[config.mk]
export PLATFORM = sky130hd
export DESIGN_NAME = utf8_decode_script_detect_core
export DESIGN_NICKNAME = d
export VERILOG_FILES = /design/src/sv/udsd_pkg.sv /design/src/sv/udsd_front.sv /design/src/sv/udsd_cmd_fifo.sv /design/src/sv/udsd_back.sv /design/src/sv/utf8_decode_script_detect_core.sv
export SDC_FILE = /design/constraint.sdc
export NUM_CORES = 1
export LEC_CHECK = 0
export BUFFER_PORTS_ARGS = -buffer_cell sky130_fd_sc_hd__buf_2
export CORE_MARGIN = 2
export CORE_UTILIZATION = 40
export DETAILED_ROUTE_END_ITERATION = 10
export GPL_TIMING_DRIVEN = 0
export PLACE_DENSITY = 0.63
export SYNTH_ARGS = -nofsm -noshare
export SYNTH_HDL_FRONTEND = slang
export SYNTH_SLANG_ARGS = --single-unit
[constraint.sdc]
create_clock -name clk -period 8.1 [get_ports clk]
set_input_delay 0.405 -clock clk [delete_from_list [all_inputs] [get_ports clk]]
set_output_delay 0.405 -clock clk [all_outputs]
set_load 0.01 [all_outputs]
[src/sv/udsd_pkg.sv]
// Shared types, constants and the script classifier for the UTF-8 decoder.
package udsd_pkg;

  localparam int OFFSET_BITS  = 16;
  localparam int CODE_BITS    = 21;
  localparam int CMD_DEPTH    = 4;
  localparam int CMD_PTR_BITS = $clog2(CMD_DEPTH);
  localparam int RES_DEPTH    = 2;

  localparam logic [CODE_BITS-1:0] REPL_CHAR = 21'h00FFFD;

  // action that ends a command word
  localparam logic [1:0] ACT_NONE = 2'd0;
  localparam logic [1:0] ACT_CHAR = 2'd1;
  localparam logic [1:0] ACT_REPL = 2'd2;
  localparam logic [1:0] ACT_SUM  = 2'd3;

  localparam logic [3:0] SCR_COMMON   = 4'd0;
  localparam logic [3:0] SCR_HAN      = 4'd1;
  localparam logic [3:0] SCR_LATIN    = 4'd2;
  localparam logic [3:0] SCR_HIRAGANA = 4'd3;
  localparam logic [3:0] SCR_KATAKANA = 4'd4;
  localparam logic [3:0] SCR_HANGUL   = 4'd5;
  localparam logic [3:0] SCR_ARABIC   = 4'd6;
  localparam logic [3:0] SCR_HEBREW   = 4'd7;
  localparam logic [3:0] SCR_THAI     = 4'd8;

  // one decoded byte's worth of work: replacements to flush, then one action
  typedef struct packed {
    logic [1:0]             n_flush;
    logic [OFFSET_BITS-1:0] flush_off;
    logic [1:0]             act;
    logic [CODE_BITS-1:0]   cp;
    logic [2:0]             len;
    logic [OFFSET_BITS-1:0] off;
  } cmd_t;

  typedef struct packed {
    logic                   kind;
    logic [CODE_BITS-1:0]   code_point;
    logic [2:0]             byte_length;
    logic [15:0]            byte_offset;
    logic                   replaced;
    logic [3:0]             script_class;
    logic                   last_of_run;
  } res_t;

  function automatic logic [3:0] classify(input logic [CODE_BITS-1:0] cp);
    logic [3:0] cls;
    begin
      priority if ((cp >= 21'h4E00  && cp <= 21'h9FFF)  || (cp >= 21'h3400  && cp <= 21'h4DBF) ||
                   (cp >= 21'h20000 && cp <= 21'h2A6DF) || (cp >= 21'h2A700 && cp <= 21'h2B73F) ||
                   (cp >= 21'h2B740 && cp <= 21'h2B81F) || (cp >= 21'hF900  && cp <= 21'hFAFF) ||
                   (cp >= 21'h2F800 && cp <= 21'h2FA1F)) begin
        cls = SCR_HAN;
      end else if ((cp >= 21'h20 && cp <= 21'h7F) || (cp >= 21'hA0 && cp <= 21'h24F)) begin
        cls = SCR_LATIN;
      end else if (cp >= 21'h3040 && cp <= 21'h309F) begin
        cls = SCR_HIRAGANA;
      end else if (cp >= 21'h30A0 && cp <= 21'h30FF) begin
        cls = SCR_KATAKANA;
      end else if (cp >= 21'hAC00 && cp <= 21'hD7AF) begin
        cls = SCR_HANGUL;
      end else if (cp >= 21'h0600 && cp <= 21'h06FF) begin
        cls = SCR_ARABIC;
      end else if (cp >= 21'h0590 && cp <= 21'h05FF) begin
        cls = SCR_HEBREW;
      end else if (cp >= 21'h0E00 && cp <= 21'h0E7F) begin
        cls = SCR_THAI;
      end else begin
        cls = SCR_COMMON;
      end
      return cls;
    end
  endfunction

endpackage

[src/sv/udsd_front.sv]
// Front end: UTF-8 sequence tracking, turns each byte into a command word.
module udsd_front (
  input  logic                clk,
  input  logic                rst,
  input  logic                accept,
  input  logic [7:0]          text_byte,
  output logic                cmd_push,
  output udsd_pkg::cmd_t      cmd
);

  logic [1:0]                       bytes_expected, bytes_expected_next;
  logic [1:0]                       bytes_taken, bytes_taken_next;
  logic [udsd_pkg::CODE_BITS-1:0]   partial_code, partial_code_next;
  logic [udsd_pkg::OFFSET_BITS-1:0] sequence_start, sequence_start_next;
  logic [udsd_pkg::OFFSET_BITS-1:0] next_offset, next_offset_next;

  logic                           is_cont;
  logic                           pending;
  logic [1:0]                     flush_cnt;
  logic [udsd_pkg::CODE_BITS-1:0] gathered;
  logic [2:0]                     taken_inc;

  assign is_cont   = (text_byte[7:6] == 2'b10);
  assign pending   = (bytes_expected != 2'd0);
  assign flush_cnt = pending ? bytes_taken + 2'd1 : 2'd0;
  assign gathered  = {partial_code[udsd_pkg::CODE_BITS-7:0], text_byte[5:0]};
  assign taken_inc = {1'b0, bytes_taken} + 3'd1;

  always_comb begin
    bytes_expected_next = bytes_expected;
    bytes_taken_next    = bytes_taken;
    partial_code_next   = partial_code;
    sequence_start_next = sequence_start;
    next_offset_next    = next_offset + 1'b1;
    cmd           = '0;
    cmd.flush_off = sequence_start;
    cmd.act       = udsd_pkg::ACT_NONE;
    priority if (text_byte == 8'h00) begin
      cmd.n_flush         = flush_cnt;
      cmd.act             = udsd_pkg::ACT_SUM;
      cmd.off             = next_offset;
      bytes_expected_next = 2'd0;
      bytes_taken_next    = 2'd0;
      partial_code_next   = '0;
      sequence_start_next = '0;
      next_offset_next    = '0;
    end else if (pending && is_cont) begin
      if (taken_inc >= {1'b0, bytes_expected}) begin
        cmd.act             = udsd_pkg::ACT_CHAR;
        cmd.cp              = gathered;
        cmd.len             = {1'b0, bytes_expected} + 3'd1;
        cmd.off             = sequence_start;
        bytes_expected_next = 2'd0;
        bytes_taken_next    = 2'd0;
        partial_code_next   = '0;
      end else begin
        bytes_taken_next  = taken_inc[1:0];
        partial_code_next = gathered;
      end
    end else begin
      cmd.n_flush         = flush_cnt;
      bytes_expected_next = 2'd0;
      bytes_taken_next    = 2'd0;
      partial_code_next   = '0;
      priority if (text_byte[7] == 1'b0) begin
        cmd.act = udsd_pkg::ACT_CHAR;
        cmd.cp  = {13'd0, text_byte};
        cmd.len = 3'd1;
        cmd.off = next_offset;
      end else if (text_byte[7:5] == 3'b110) begin
        bytes_expected_next = 2'd1;
        partial_code_next   = {16'd0, text_byte[4:0]};
        sequence_start_next = next_offset;
      end else if (text_byte[7:4] == 4'b1110) begin
        bytes_expected_next = 2'd2;
        partial_code_next   = {17'd0, text_byte[3:0]};
        sequence_start_next = next_offset;
      end else if (text_byte[7:3] == 5'b11110) begin
        bytes_expected_next = 2'd3;
        partial_code_next   = {18'd0, text_byte[2:0]};
        sequence_start_next = next_offset;
      end else begin
        // stray continuation or F8-FF
        cmd.act = udsd_pkg::ACT_REPL;
        cmd.off = next_offset;
      end
    end
  end

  assign cmd_push = accept && ((cmd.n_flush != 2'd0) || (cmd.act != udsd_pkg::ACT_NONE));

  always_ff @(posedge clk) begin
    if (rst) begin
      bytes_expected <= 2'd0;
      bytes_taken    <= 2'd0;
      partial_code   <= '0;
      sequence_start <= '0;
      next_offset    <= '0;
    end else if (accept) begin
      bytes_expected <= bytes_expected_next;
      bytes_taken    <= bytes_taken_next;
      partial_code   <= partial_code_next;
      sequence_start <= sequence_start_next;
      next_offset    <= next_offset_next;
    end
  end

endmodule

[src/sv/udsd_cmd_fifo.sv]
// Short command queue between the front end and the result generator.
module udsd_cmd_fifo (
  input  logic           clk,
  input  logic           rst,
  input  logic           push,
  input  udsd_pkg::cmd_t cmd_in,
  output logic           full,
  input  logic           pop,
  output logic           empty,
  output udsd_pkg::cmd_t cmd_out
);

  udsd_pkg::cmd_t                 mem [udsd_pkg::CMD_DEPTH];
  logic [udsd_pkg::CMD_PTR_BITS-1:0] wr_ptr, rd_ptr;
  logic [udsd_pkg::CMD_PTR_BITS:0]   count;

  assign full    = (count == (udsd_pkg::CMD_PTR_BITS+1)'(udsd_pkg::CMD_DEPTH));
  assign empty   = (count == '0);
  assign cmd_out = mem[rd_ptr];

  always_ff @(posedge clk) begin
    if (push) begin
      mem[wr_ptr] <= cmd_in;
    end
  end

  always_ff @(posedge clk) begin
    if (rst) begin
      wr_ptr <= '0;
      rd_ptr <= '0;
      count  <= '0;
    end else begin
      if (push) begin
        wr_ptr <= wr_ptr + 1'b1;
      end
      if (pop) begin
        rd_ptr <= rd_ptr + 1'b1;
      end
      unique case ({push, pop})
        2'b10:   count <= count + 1'b1;
        2'b01:   count <= count - 1'b1;
        default: count <= count;
      endcase
    end
  end

endmodule

[src/sv/udsd_back.sv]
// Back end: expands command words into results, tracks script tallies, result queue.
module udsd_back (
  input  logic           clk,
  input  logic           rst,
  input  logic           cmd_valid,
  input  udsd_pkg::cmd_t cmd,
  output logic           cmd_pop,
  input  logic           res_pop,
  output logic           res_empty,
  output udsd_pkg::res_t res_head
);

  logic [1:0] idx, idx_next;
  logic       seen_han, seen_latin;
  logic [3:0] first_other_script;

  udsd_pkg::res_t res;
  udsd_pkg::res_t q [udsd_pkg::RES_DEPTH];
  logic           wr_ptr, rd_ptr;
  logic [1:0]     count;

  logic       in_flush;
  logic       res_push;
  logic       pop_ok;
  logic [3:0] dom;
  logic [3:0] char_cls;

  assign in_flush = (idx < cmd.n_flush);
  assign char_cls = udsd_pkg::classify(cmd.cp);

  always_comb begin
    priority if (seen_han) begin
      dom = udsd_pkg::SCR_HAN;
    end else if (first_other_script != udsd_pkg::SCR_COMMON) begin
      dom = first_other_script;
    end else if (seen_latin) begin
      dom = udsd_pkg::SCR_LATIN;
    end else begin
      dom = udsd_pkg::SCR_COMMON;
    end
  end

  always_comb begin
    res = '0;
    if (in_flush) begin
      res.code_point  = udsd_pkg::REPL_CHAR;
      res.byte_length = 3'd1;
      res.byte_offset = 16'(cmd.flush_off + udsd_pkg::OFFSET_BITS'(idx));
      res.replaced    = 1'b1;
      res.last_of_run = ({1'b0, idx} + 3'd1 == {1'b0, cmd.n_flush}) &&
                        (cmd.act == udsd_pkg::ACT_NONE);
    end else begin
      res.last_of_run = 1'b1;
      unique case (cmd.act)
        udsd_pkg::ACT_CHAR: begin
          res.code_point   = cmd.cp;
          res.byte_length  = cmd.len;
          res.byte_offset  = 16'(cmd.off);
          res.script_class = char_cls;
        end
        udsd_pkg::ACT_REPL: begin
          res.code_point  = udsd_pkg::REPL_CHAR;
          res.byte_length = 3'd1;
          res.byte_offset = 16'(cmd.off);
          res.replaced    = 1'b1;
        end
        udsd_pkg::ACT_SUM: begin
          res.kind         = 1'b1;
          res.byte_offset  = 16'(cmd.off);
          res.script_class = dom;
        end
        default: begin
          res.script_class = udsd_pkg::SCR_COMMON;
        end
      endcase
    end
  end

  assign pop_ok    = res_pop && !res_empty;
  assign res_push  = cmd_valid && ((count != 2'(udsd_pkg::RES_DEPTH)) || pop_ok);
  assign cmd_pop   = res_push && res.last_of_run;
  assign idx_next  = cmd_pop ? 2'd0 : (res_push ? idx + 2'd1 : idx);
  assign res_empty = (count == 2'd0);
  assign res_head  = q[rd_ptr];

  always_ff @(posedge clk) begin
    if (res_push) begin
      q[wr_ptr] <= res;
    end
  end

  always_ff @(posedge clk) begin
    if (rst) begin
      idx                <= 2'd0;
      seen_han           <= 1'b0;
      seen_latin         <= 1'b0;
      first_other_script <= udsd_pkg::SCR_COMMON;
      wr_ptr             <= 1'b0;
      rd_ptr             <= 1'b0;
      count              <= 2'd0;
    end else begin
      idx <= idx_next;
      if (res_push && !in_flush) begin
        if (cmd.act == udsd_pkg::ACT_SUM) begin
          seen_han           <= 1'b0;
          seen_latin         <= 1'b0;
          first_other_script <= udsd_pkg::SCR_COMMON;
        end else if (cmd.act == udsd_pkg::ACT_CHAR) begin
          if (char_cls == udsd_pkg::SCR_HAN) begin
            seen_han <= 1'b1;
          end else if (char_cls == udsd_pkg::SCR_LATIN) begin
            seen_latin <= 1'b1;
          end else if (char_cls != udsd_pkg::SCR_COMMON &&
                       first_other_script == udsd_pkg::SCR_COMMON) begin
            first_other_script <= char_cls;
          end
        end
      end
      if (res_push) begin
        wr_ptr <= ~wr_ptr;
      end
      if (pop_ok) begin
        rd_ptr <= ~rd_ptr;
      end
      unique case ({res_push, pop_ok})
        2'b10:   count <= count + 2'd1;
        2'b01:   count <= count - 2'd1;
        default: count <= count;
      endcase
    end
  end

endmodule

[src/sv/utf8_decode_script_detect_core.sv]
// Top level: streaming UTF-8 decoder with per-character script class and text summary.
//
//  channel | direction | handshake          | word
//  --------+-----------+--------------------+-----------------------------------------
//  text    | in        | push / full        | text_byte
//  result  | out       | empty / pop        | kind, code_point, byte_length,
//          |           |                    | byte_offset, replaced, script_class,
//          |           |                    | last_of_run
//
// One byte is taken per cycle while the 4-deep command queue has room.
// The result generator emits one word per cycle while a command waits and the result
// queue has room; a byte that breaks a sequence or ends the text yields up to 3
// replacements plus at most one other word. Words pass through both queues; the 2-entry
// result queue keeps the generator running while a word waits for pop.
// rst is synchronous and clears decoder state, tallies and both queues.
module utf8_decode_script_detect_core (
  input  logic        clk,
  input  logic        rst,
  input  logic        push,
  output logic        full,
  input  logic [7:0]  text_byte,
  output logic        empty,
  input  logic        pop,
  output logic        kind,
  output logic [20:0] code_point,
  output logic [2:0]  byte_length,
  output logic [15:0] byte_offset,
  output logic        replaced,
  output logic [3:0]  script_class,
  output logic        last_of_run
);

  logic           accept;
  logic           cmd_push;
  logic           cmd_empty;
  logic           cmd_pop;
  udsd_pkg::cmd_t cmd_in;
  udsd_pkg::cmd_t cmd_head;
  udsd_pkg::res_t res_head;

  assign accept = push && !full;

  udsd_front u_front (
    .clk       (clk),
    .rst       (rst),
    .accept    (accept),
    .text_byte (text_byte),
    .cmd_push  (cmd_push),
    .cmd       (cmd_in)
  );

  udsd_cmd_fifo u_cmd_fifo (
    .clk     (clk),
    .rst     (rst),
    .push    (cmd_push),
    .cmd_in  (cmd_in),
    .full    (full),
    .pop     (cmd_pop),
    .empty   (cmd_empty),
    .cmd_out (cmd_head)
  );

  udsd_back u_back (
    .clk       (clk),
    .rst       (rst),
    .cmd_valid (!cmd_empty),
    .cmd       (cmd_head),
    .cmd_pop   (cmd_pop),
    .res_pop   (pop),
    .res_empty (empty),
    .res_head  (res_head)
  );

  assign kind         = res_head.kind;
  assign code_point   = res_head.code_point;
  assign byte_length  = res_head.byte_length;
  assign byte_offset  = res_head.byte_offset;
  assign replaced     = res_head.replaced;
  assign script_class = res_head.script_class;
  assign last_of_run  = res_head.last_of_run;

endmodule

# Word-level counts from Yosys, hierarchy flattened

Memory sizes are Yosys's and may differ from the RTL's. A register that Yosys moved wholly into a read port is not among the register bits.
Index checks and enable logic that the tools add are counted.

$add $sub $neg: 13
Order comparisons: 32
Equality and inequality tests: 20
Multiplexer cells: 83
Bitwise operators: 2
Reduce and logical (&&, ||, !) cells: 62

Operators by type and width:

| operator                                                                | number |
|---|---|
| 16-bit two-way mux                                                      | 13 |
| 15-bit two-way mux                                                      | 6 |
| 21-bit by 18-bit >= comparator with 1-bit output, second input constant | 4 |
| 21-bit by 18-bit <= comparator with 1-bit output, second input constant | 4 |
| 41-bit two-way mux                                                      | 2 |
| 4-bit two-way mux                                                       | 16 |
| 21-bit by 14-bit >= comparator with 1-bit output, second input constant | 3 |
| 21-bit by 16-bit <= comparator with 1-bit output, second input constant | 3 |
| 24-bit case mux with 2 select lines                                     | 1 |
| 21-bit by 11-bit >= comparator with 1-bit output, second input constant | 2 |
| 21-bit by 16-bit >= comparator with 1-bit output, second input constant | 2 |
| 21-bit by 11-bit <= comparator with 1-bit output, second input constant | 2 |
| 21-bit by 14-bit <= comparator with 1-bit output, second input constant | 2 |
| 2-bit two-way mux                                                       | 21 |
| 42-bit two-way mux                                                      | 1 |
| 1-bit logical AND                                                       | 24 |
| 24-bit two-way mux                                                      | 1 |
| 21-bit by 12-bit >= comparator with 1-bit output, second input constant | 1 |
| 21-bit by 15-bit >= comparator with 1-bit output, second input constant | 1 |
| 21-bit by 6-bit >= comparator with 1-bit output, second input constant  | 1 |
| 21-bit by 8-bit >= comparator with 1-bit output, second input constant  | 1 |
| 21-bit by 10-bit <= comparator with 1-bit output, second input constant | 1 |
| 21-bit by 12-bit <= comparator with 1-bit output, second input constant | 1 |
| 21-bit by 15-bit <= comparator with 1-bit output, second input constant | 1 |
| other kinds (42)                                                        | 98 |

Register bits: 70
Bits in writable memories: 334
Logic and storage cells: 229
Memories kept: 2

Memories:

| memory         | words | bits a word | read ports | clocked after Yosys merged registers in | write ports | RTL line            | RTL |
|---|---|---|---|---|---|---|---|
| u_cmd_fifo.mem | 4     | 60          | 1          | 1                                       | 1           | udsd_cmd_fifo.sv:13 | `udsd_pkg::cmd_t mem [udsd_pkg::CMD_DEPTH];` |
| u_back.q       | 2     | 47          | 1          | 1                                       | 1           | udsd_back.sv:18     | `udsd_pkg::res_t q [udsd_pkg::RES_DEPTH];` |

# Logic depth before layout (Yosys ltp)

Gate-level depths: netlist of run 1.

Depth in word-level cells: 17
Gate-level depth with buffers: 17

# Hierarchy

A second synthesis of run 1 with hierarchy kept.

Cell total of the unflattened synthesis: 1115
Area total of the unflattened synthesis: 17251.5 um2

By module, submodules not included:

| module                         | instances | cells each | area an instance (um2) | sequential area each (um2) |
|---|---|---|---|---|
| udsd_cmd_fifo                  | 1         | 361        | 9157.5                 | 7387.1 |
| udsd_back                      | 1         | 478        | 5564.1                 | 3083.0 |
| udsd_front                     | 1         | 274        | 2512.4                 | 1021.0 |
| utf8_decode_script_detect_core | 1         | 2          | 17.5                   | 0.0 |

# Worst setup path before layout of run 1

OpenSTA, ideal clock, no wires.

Path type: reg2reg
Start point: register (tool-made name)
End point: register u_cmd_fifo.count[2] in the netlist's numbering
Arrival time: 4.254 ns
Data required time: 8.030 ns
Slack: 3.776 ns
Stages on the path, launching flop included: 18
Buffers on the path: 5
Cells stage by stage: dfxtp_1 -> buf_6 -> buf_6 -> buf_2 -> buf_2 -> buf_1 -> mux4_2 -> ha_1 -> inv_1 -> a21o_1 -> a31oi_1 -> nor2_1 -> ha_1 -> inv_1 -> fa_1 -> xor2_1 -> or3_1 -> a21oi_1

RTL lines:

| element              | RTL line            | RTL |
|---|---|---|
| to (signal assigned) | udsd_cmd_fifo.sv:40 | `2'b10: count <= count + 1'b1;` |
| to (signal assigned) | udsd_cmd_fifo.sv:41 | `2'b01: count <= count - 1'b1;` |
| to (signal assigned) | udsd_cmd_fifo.sv:42 | `default: count <= count;` |
| to (decl)            | udsd_cmd_fifo.sv:15 | `logic [udsd_pkg::CMD_PTR_BITS:0] count;` |

==> results.toml, run 1 <==
[outcome]
status = "complete, no violations"

[global_route]
overflow = 0
grt.busiest_layer = "met2"
grt_pass1_wl_um = 56850
grt_util_met3_pct = 2.780
grt.met2_usage_pct = 26.78
antenna_found_initial = 5
globalRouteTotalUtil_pct = 16.68
grt_pass1_vias = 9863
grtUsageMet1_pct = 23.53
grt_max_degree = 58

[yosys]
ys_ff_latch = 407
synth_async_sr_flop_share_pct = 0
yosysWarnings = 0
synth_top_area_cell = "edfxtp_1"
synth_seq_area_share_pct = 67.24
synth-main-ff-cell = "edfxtp_1"
postSynthCellCount = 1171
synth_enable_flop_cells = 334
syn_area_per_cell_um2 = 14.59
netlist_area_um2 = 17090
synth.distinct_cells = 68
syn_nets = 1206
synth_area_leaders = "edfxtp_1 59%, dfxtp_1 8.6%, mux4_2 7.2%"
synth_top_area_share_pct = 58.69

[drt]
drt-total-wl_um = 36500
ant_nets = 0
drt_iter0_drc = 828
vias = 9881
first_pass_iters = 5
drc = 0
vias_per_cell = 5.335
wl_per_cell_um = 19.71

[cells_and_area]
final_util_pct = 46.53
layout.nets = 1314
area_growth_pct = 14.46
layout-drive-gt1-share_pct = 19.69
finish.instance_area_um2 = 19560
final_cells = 1852
fillCellCount = 3672

[floorplan]
fp.coreArea_um2 = 42040
die_area_um2 = 44390
ioPinCount = 61
floorplan.initialDensity_pct = 40.65
die_y_um = 210.7
die_w_um = 210.7
num_rows = 75

[setup_path]
critPathBufInv = 7
cp-start-kind = "flip-flop"
cp_max_fo = 10
max_stage_delay_ps = 590
cp_slowest_cell = "clkbuf_1"
end_kind = "flip-flop"
cp_top_family = "buffers and inverters"
worstPathArrival_ps = 6100
cp_cell_sequence = "clkbuf_1 -> buf_2 -> buf_1 -> clkbuf_1 -> clkbuf_1 -> mux4_2 -> ha_1 -> inv_1 -> a21o_1 -> a31oi_1 -> nor2_1 -> ha_1 -> inv_1 -> fa_1 -> xor2_1 -> or3_1 -> a21oi_1"
required_ps = 8570
cpMostUsedCell = "clkbuf_1"
path_class = "reg -> reg"

[clock_tree]
cts-hold-fix-buffers = 0
cts.repair.resized = 0
root_buffer = "clkbuf_16"
cts_buffers = 42
htree_num_levels = 2
cts_sinks = 407
clkTransAtPathRegs_ps = 60
clk_latency_ps = 540
cts_tree = "done"
postCtsSetupBuffers = 0
clockBufferDepth = 3

[power]
leakage_uw = 0.006489
power.ir.vdd_worst_v = 0.0001695
p_per_area_nw_per_um2 = 328.7

[timing]
period_share_pct = 69.49
drv_slew = 0
final.setup.tns_ps = 0
rsz0062_at_grt = "no"
period_needed_ps = 5628
setup_violations = 0
hold_viol = 0
fin_worst_skew_ps = 15.76
tightestPinTransition_ps = 978.1
fmax_mhz = 177.7
max-slew-margin-rel_pct = 34.23

[place]
numPlacedInstances = 1774
portBuffers = 58
finalWeightedCongestion = 0.8555
place_area_um2 = 18240
dp_hpwl_um = 24900

[flow_run]
max_cap_viol_count = 0

[min_path]
hp-class = "in -> reg"
## through the flow
stage | setup slack, ps | power [uW] | hold slack (ps)
after floorplan | 3776 | 4021 | 427.3
after global placement | 1993 | 4607 | 436.3
after detailed placement | 2449 | 4653 | 439.6
after CTS | 2434 | 6502 | 136.5
after global routing | 2112 | 6747 | 158.3
final | 2472 | 6430 | 159.1
## logic make-up after synthesis
group / synth area share [%]
xor gates and xnor gates: 1.896
DFF: 67.24
buffers and inverters: 2.504
adders and majority gates: 1.816
and+or+nand+nor: 9.913
AOI/OAI and AO/OA: 5.227
muxes: 11.41
## sequential cells by signal, indices dropped and copies added (netlist names), 3 cells and up, named ones only
signal	cells
u_cmd_fifo.count	3
u_cmd_fifo.mem	240
u_back.first_other_script	4
u_front.partial_code	15
u_back.q	94
u_front.next_offset	16
u_front.sequence_start	16
## routing by layer
metal  wire length, um  vias to the layer above
met5                27                        -
met3              1954                       54
met1             16760                     4917
li1                  -                     4629
met4               698                        4
met2             17060                      277
## cells in the mapped netlist, types with 13 or more instances
cell type / number
nor2_1: 94
mux2_2: 47
mux4_2: 55
and2_1: 33
o22ai_1: 17
xnor2_1: 18
clkbuf_1: 43
nand3_1: 31
xor2_1: 19
dfxtp_1: 73
o21ai_0: 13
and3_1: 15
nand2_1: 118
inv_1: 45
a21oi_1: 56
ha_1: 20
edfxtp_1: 334
a22oi_1: 19
## area by class of cell
cell class	count	area (um2)	area share, %
Clock buffer	48	1095	5.597
Buffer	57	259.0	1.324
Clock inverter	27	221.5	1.132
Tap cell	539	674.4	3.448
Timing Repair Buffer	64	447.9	2.290
Sequential cell	407	11490	58.74
Antenna cell	3	7.507	0.03838
Inverter	45	168.9	0.8635
Multi-Input combinational cell	662	5196	26.56
## path summary, 6_finish.rpt
path              slack, ps                        to                startpoint  cells past startpoint
setup reg to reg       2470       u_cmd_fifo.count[2]                 flip-flop                     17
hold / removal          160   u_front.partial_code[0]              text_byte[0]                      3
setup / recovery       2470       u_cmd_fifo.count[2]                 flip-flop                     17
hold reg to reg         450  u_front.partial_code[13]  u_front.partial_code[13]                      2
## placed cells by master (no fill, tap or decap), drive strengths merged, types with 3 or more instances in the layout
| cell type | n |
|---|---|
| edfxtp | 334 |
| nand2 | 118 |
| nor2 | 94 |
| clkbuf | 91 |
| buf | 78 |
| dfxtp | 73 |
| mux4 | 60 |
| a21oi | 56 |
| mux2 | 47 |
| inv | 46 |
| and2 | 33 |
| nand3 | 31 |
| ha | 20 |
| a22oi | 19 |
| xor2 | 19 |
| xnor2 | 18 |
| clkinv | 18 |
| o22ai | 17 |
| o21ai | 16 |
| and3 | 15 |
| nor3 | 11 |
| nand4 | 9 |
| nand2b | 8 |
| nor2b | 6 |
| nor4 | 6 |
| mux2i | 5 |
| clkinvlp | 5 |
| a21o | 4 |
| or3 | 4 |
| a31oi | 4 |
| diode | 3 |
| and4 | 3 |
| fa | 3 |
| bufinv | 3 |
| or4 | 3 |
| a2111oi | 3 |
## worst min-delay path, stage by stage
cell	delay, ps
buf_2	120
nand3_1	60
a21oi_1	60
## where the power goes
| part | internal [uW] | switching, uW |
|---|---|---|
| clock | 1070 | 776 |
| sequential | 2680 | 75.0 |
| combinational | 718 | 1110 |
Note: power is estimated with default switching activity, not from simulation.
==> run 2: changes to the inputs <==
Clock period 8.1 ns to 5.3 ns, I/O delays scaled along.
==> results.toml, run 2 (synthesis results as in run 1) <==
[outcome]
status = "complete, no violations"

[power]
p_per_area_nw_per_um2 = 502.5
sw_frac_of_total_pct = 30.55
leakage_uw = 0.006494
power.ir.vdd_worst_v = 0.0002587
p_int_uw = 6828
combPwrFrac_pct = 28.4
p_switching_uw = 3004
seq_power_share_pct = 42.9
clkPwrFrac_pct = 28.7

[drt]
ant_nets = 0
vias = 9924
drt-total-wl_um = 36330
vias_per_cell = 5.361
wl_per_cell_um = 19.63
drt_iter0_drc = 801
first_pass_iters = 8
drc = 0

[clock_tree]
clkTransAtPathRegs_ps = 60
cts_buffers = 42
clockBufferDepth = 3
clk_latency_ps = 550
postCtsSetupBuffers = 0
cts_tree = "done"
root_buffer = "clkbuf_16"
cts_sinks = 407
htree_num_levels = 2

[cells_and_area]
largest_register = "u_cmd_fifo.mem"
fillCellCount = 3669
final_common_cell = "edfxtp_1"
largest_register_ffs = 240
layout-drive-gt1-share_pct = 19.79
final_cells = 1851
layout.nets = 1313
final_cell_mix = "334 x edfxtp_1, 118 x nand2_1, 92 x nor2_1, 73 x dfxtp_1, 62 x buf_2"
area_growth_pct = 14.50
reg_top3 = "u_cmd_fifo.mem x240, u_back.q x94"

[timing]
period_needed_ps = 4922
setup_violations = 0
hold_viol = 0
drv_slew = 0
period_share_pct = 92.86
max-slew-margin-rel_pct = 31.00
fin_worst_skew_ps = 16.72
final.setup.tns_ps = 0
tightestPinTransition_ps = 1026
fmax_mhz = 203.2
rsz0062_at_grt = "no"

[setup_path]
end_kind = "flip-flop"
ff2ff_path_depth = 16
worstPathArrival_ps = 5390
cp_max_fo = 19
cp-start-kind = "flip-flop"
required_ps = 5760
path_class = "reg -> reg"
r2r-end = "u_cmd_fifo.count[2]"
rrSetupSlack_ps = 380

[global_route]
grt_pass1_wl_um = 56730
globalRouteTotalUtil_pct = 16.65
grt_max_degree = 58
grt_pass1_vias = 9862
overflow = 0
antenna_found_initial = 5

[min_path]
hold_end = "u_front.bytes_expected[0]"
hp-class = "in -> reg"
holdPathStages = 3
hp-start = "text_byte[6]"

[place]
dp_hpwl_um = 24900
numPlacedInstances = 1774
portBuffers = 58
finalWeightedCongestion = 0.8555

[floorplan]
num_rows = 75
die_y_um = 210.7
die_w_um = 210.7
fp.coreArea_um2 = 42040
ioPinCount = 61
floorplan.initialDensity_pct = 40.65
die_area_um2 = 44390

[flow_run]
max_cap_viol_count = 0
==> run 2: metal layers <==
metal	up-vias	routed length, um	track usage, %
met2	294	17010	26.64
met5	-	27	0
met3	54	2035	2.780
met1	4951	16580	23.45
li1	4621	-	-
met4	4	690	5.051
==> run 2: worst max-delay path by stage <==
stage / start / end / depth (start not counted)
finish: flip-flop / u_cmd_fifo.count[2] / 16
global route: flip-flop / u_cmd_fifo.count[2] / 16
CTS: flip-flop / u_cmd_fifo.count[2] / 16
detailed placement: flip-flop / u_cmd_fifo.count[2] / 17
global placement: u_front.bytes_taken[0] / u_cmd_fifo.mem[3][19] / 9
floorplan: flip-flop / u_cmd_fifo.count[2] / 17
==> run 2: power groups by stage <==
stage | Sequential (uW) | Clock (uW) | Combinational, uW
after floorplan | 4270 | 0 | 1880
after detailed placement | 4290 | 0 | 2820
after CTS | 4220 | 2880 | 2830
after global routing | 4250 | 3000 | 3050
after global placement | 4310 | 0 | 2730
final | 4220 | 2820 | 2790
==> run 2: metrics by stage <==
stage	cell area, um2	power, uW	worst slack, ps	hold WS, ps	util (%)
global route	19560	10310	84.67	18.36	46.53
CTS	19560	9934	228.4	0.7133	46.52
finish	19570	9832	378.2	30.87	46.54
floorplan	17090	6146	975.7	416.9	-
global placement	18050	7041	-807.3	436.3	42.95
detailed placement	18240	7111	-350.9	439.6	43.38
==> run 2: timing repair <==
| item | CTS | global route |
|---|---|---|
| endpoints found under the hold margin | 1 | 0 |
| hold buffers | 1 | 0 |
| pin swaps | 0 | 0 |
| endpoints found under the setup margin | 2 | 1 |
| gates resized for setup | 1 | 1 |
==> run 2: worst max-delay path: stages, from the launching register on <==
cell and delay [ps]:
dfxtp_1 310, clkbuf_1 350, clkbuf_4 450, clkbuf_2 380
clkbuf_1 540, mux4_2 420, ha_1 190, inv_1 60
a21o_1 280, a31oi_1 210, nor2_1 330, ha_1 250
inv_1 60, fa_1 370, xor2_1 160, or3_1 320
a21oi_1 130
==> run 2: area by class of cell <==
| cell class | count | area (um2) | area share [%] |
|---|---|---|---|
| Multi-Input combinational cell | 662 | 5196 | 26.56 |
| Sequential cell | 407 | 11490 | 58.72 |
| Inverter | 45 | 168.9 | 0.8632 |
| Clock buffer | 48 | 1095 | 5.595 |
| Buffer | 55 | 255.2 | 1.304 |
| Antenna cell | 3 | 7.507 | 0.03837 |
| Clock inverter | 27 | 221.5 | 1.132 |
| Timing Repair Buffer | 65 | 457.9 | 2.340 |
| Tap cell | 539 | 674.4 | 3.447 |
==> run 3: changes to the inputs <==
Settings changed: MAX_ROUTING_LAYER set to met4.
Clock period 5.3 ns to 4.8 ns, I/O delays scaled along.
==> results.toml, run 3 (synthesis results as in run 1) <==
[flow_run]
max_cap_viol_count = 0

[floorplan]
floorplan.initialDensity_pct = 40.65
die_area_um2 = 44390
fp.coreArea_um2 = 42040
ioPinCount = 61
die_y_um = 210.7
num_rows = 75
die_w_um = 210.7

[power]
leakage_uw = 0.006530
power.ir.vdd_worst_v = 0.0002393
combPwrFrac_pct = 24.7
clkPwrFrac_pct = 30.1
p_switching_uw = 2952
p_int_uw = 7197
sw_frac_of_total_pct = 29.09
seq_power_share_pct = 45.2
p_per_area_nw_per_um2 = 518.7

[timing]
final.setup.tns_ps = 0
period_share_pct = 93.19
hold_viol = 0
fin_worst_skew_ps = 10.93
final.setup.worst_slack_ps = 327.0
max-slew-margin-rel_pct = 31.43
drv_slew = 0
rsz0062_at_grt = "no"
period_needed_ps = 4473
fmax_mhz = 223.6
setup_violations = 0
tightestPinTransition_ps = 1020

[clock_tree]
cts_sinks = 407
postCtsSetupBuffers = 0
clkTransAtPathRegs_ps = 60
cts_buffers = 41
root_buffer = "clkbuf_16"
cts_tree = "done"
htree_num_levels = 2
clockBufferDepth = 3
clk_latency_ps = 550

[cells_and_area]
multiInputGateArea_um2 = 5196
final_cell_mix = "334 x edfxtp_1, 118 x nand2_1, 92 x nor2_1, 73 x dfxtp_1, 61 x buf_2"
final_common_cell = "edfxtp_1"
reg_top3 = "u_cmd_fifo.mem x240, u_back.q x94"
largest_register = "u_cmd_fifo.mem"
fillCellCount = 3654
area_growth_pct = 14.48
largest_register_ffs = 240
layout-drive-gt1-share_pct = 19.54
seq_area_um2 = 11490
layout.nets = 1315

[place]
finalWeightedCongestion = 0.8583
portBuffers = 58
dp_hpwl_um = 24570
dp_slack_ps = -826.7

[drt]
ant_nets = 0
drt_iter0_drc = 731
first_pass_iters = 5
vias_per_cell = 5.277
vias = 9773
drc = 0
drt-total-wl_um = 36250
wl_per_cell_um = 19.57

[min_path]
holdPathStages = 3
hp-class = "in -> reg"
hp-start = "text_byte[3]"
hold_end = "u_front.partial_code[3]"

[setup_path]
path_class = "reg -> reg"
rrSetupSlack_ps = 330
cp_max_fo = 19
ff2ff_path_depth = 15
cp-start-kind = "flip-flop"
r2r-end = "u_cmd_fifo.count[2]"
worstPathArrival_ps = 4940
end_kind = "flip-flop"
required_ps = 5270

[global_route]
grt_pass1_wl_um = 56730
grt_max_degree = 58
grt_pass1_vias = 9794
globalRouteTotalUtil_pct = 17.18
antenna_found_initial = 3
overflow = 0

[outcome]
status = "complete, no violations"
run 3: metrics by stage:
step	hold WS (ps)	cells	total power [uW]	cell area, um2	util [%]
4_1_cts	17.02	1850	10280	19560	46.52
6_report	43.19	1852	10150	19570	46.54
2_1_floorplan	391.9	1171	6786	17090	-
5_1_grt	29.91	1852	10660	19570	46.54
3_3_place_gp	436.7	1768	7776	18050	42.95
3_5_place_dp	441.1	1774	7198	18230	43.36
run 3: final cells by class:
| cell class | instances | area share [%] |
|---|---|---|
| multi-input combinational | 662 | 26.56 |
| inverter | 45 | 0.8633 |
| antenna | 3 | 0.03837 |
| clock inverter | 22 | 1.094 |
| timing repair buffer | 69 | 2.507 |
| clock buffer | 51 | 5.436 |
| buffer | 54 | 1.324 |
| sequential | 407 | 58.73 |
| tap | 539 | 3.447 |
run 3: power by group through the flow:
stage | clock network, uW | logic [uW] | registers, uW
6_report | 3060 | 2510 | 4590
5_1_grt | 3280 | 2750 | 4630
4_1_cts | 3140 | 2550 | 4590
3_5_place_dp | 0 | 2540 | 4660
3_3_place_gp | 0 | 3020 | 4760
2_1_floorplan | 0 | 2070 | 4710
run 3: worst max-delay path by stage:
stage | slack (ps) | endpoint | cells past startpoint
after floorplan | 480 | u_cmd_fifo.count[2] | 17
after global placement | -1350 | u_cmd_fifo.mem[1][21] | 9
after detailed placement | -830 | u_cmd_fifo.count[2] | 17
after CTS | 170 | u_cmd_fifo.count[2] | 16
after global routing | 10 | u_cmd_fifo.count[2] | 15
final | 330 | u_cmd_fifo.count[2] | 15
run 3: per-layer routing:
metal / global-route usage [%] / wire, um
met4: 5.318 / 919
met3: 3.033 / 1865
met2: 26.55 / 16760
met1: 23.33 / 16700
met5: - / 0
run 3: timing repair:
| item | in CTS | in global routing |
|---|---|---|
| gates resized for setup | 4 | 1 |
| setup endpoints to repair | 57 | 1 |
| pin swaps | 0 | 0 |
| hold buffers | 5 | 0 |
| endpoints found under the hold margin | 5 | 0 |
run 3: critical path, stage by stage, from the launching register on:
cell and delay (ps):
dfxtp_1 540, buf_4 380, clkbuf_2 360, clkbuf_2 350, mux4_2 370, ha_1 190, inv_1 70, a21o_1 300
a31oi_1 200, nor2_1 320, ha_1 250, inv_1 60, fa_1 370, xor2_1 160, or3_1 310, a21oi_1 140
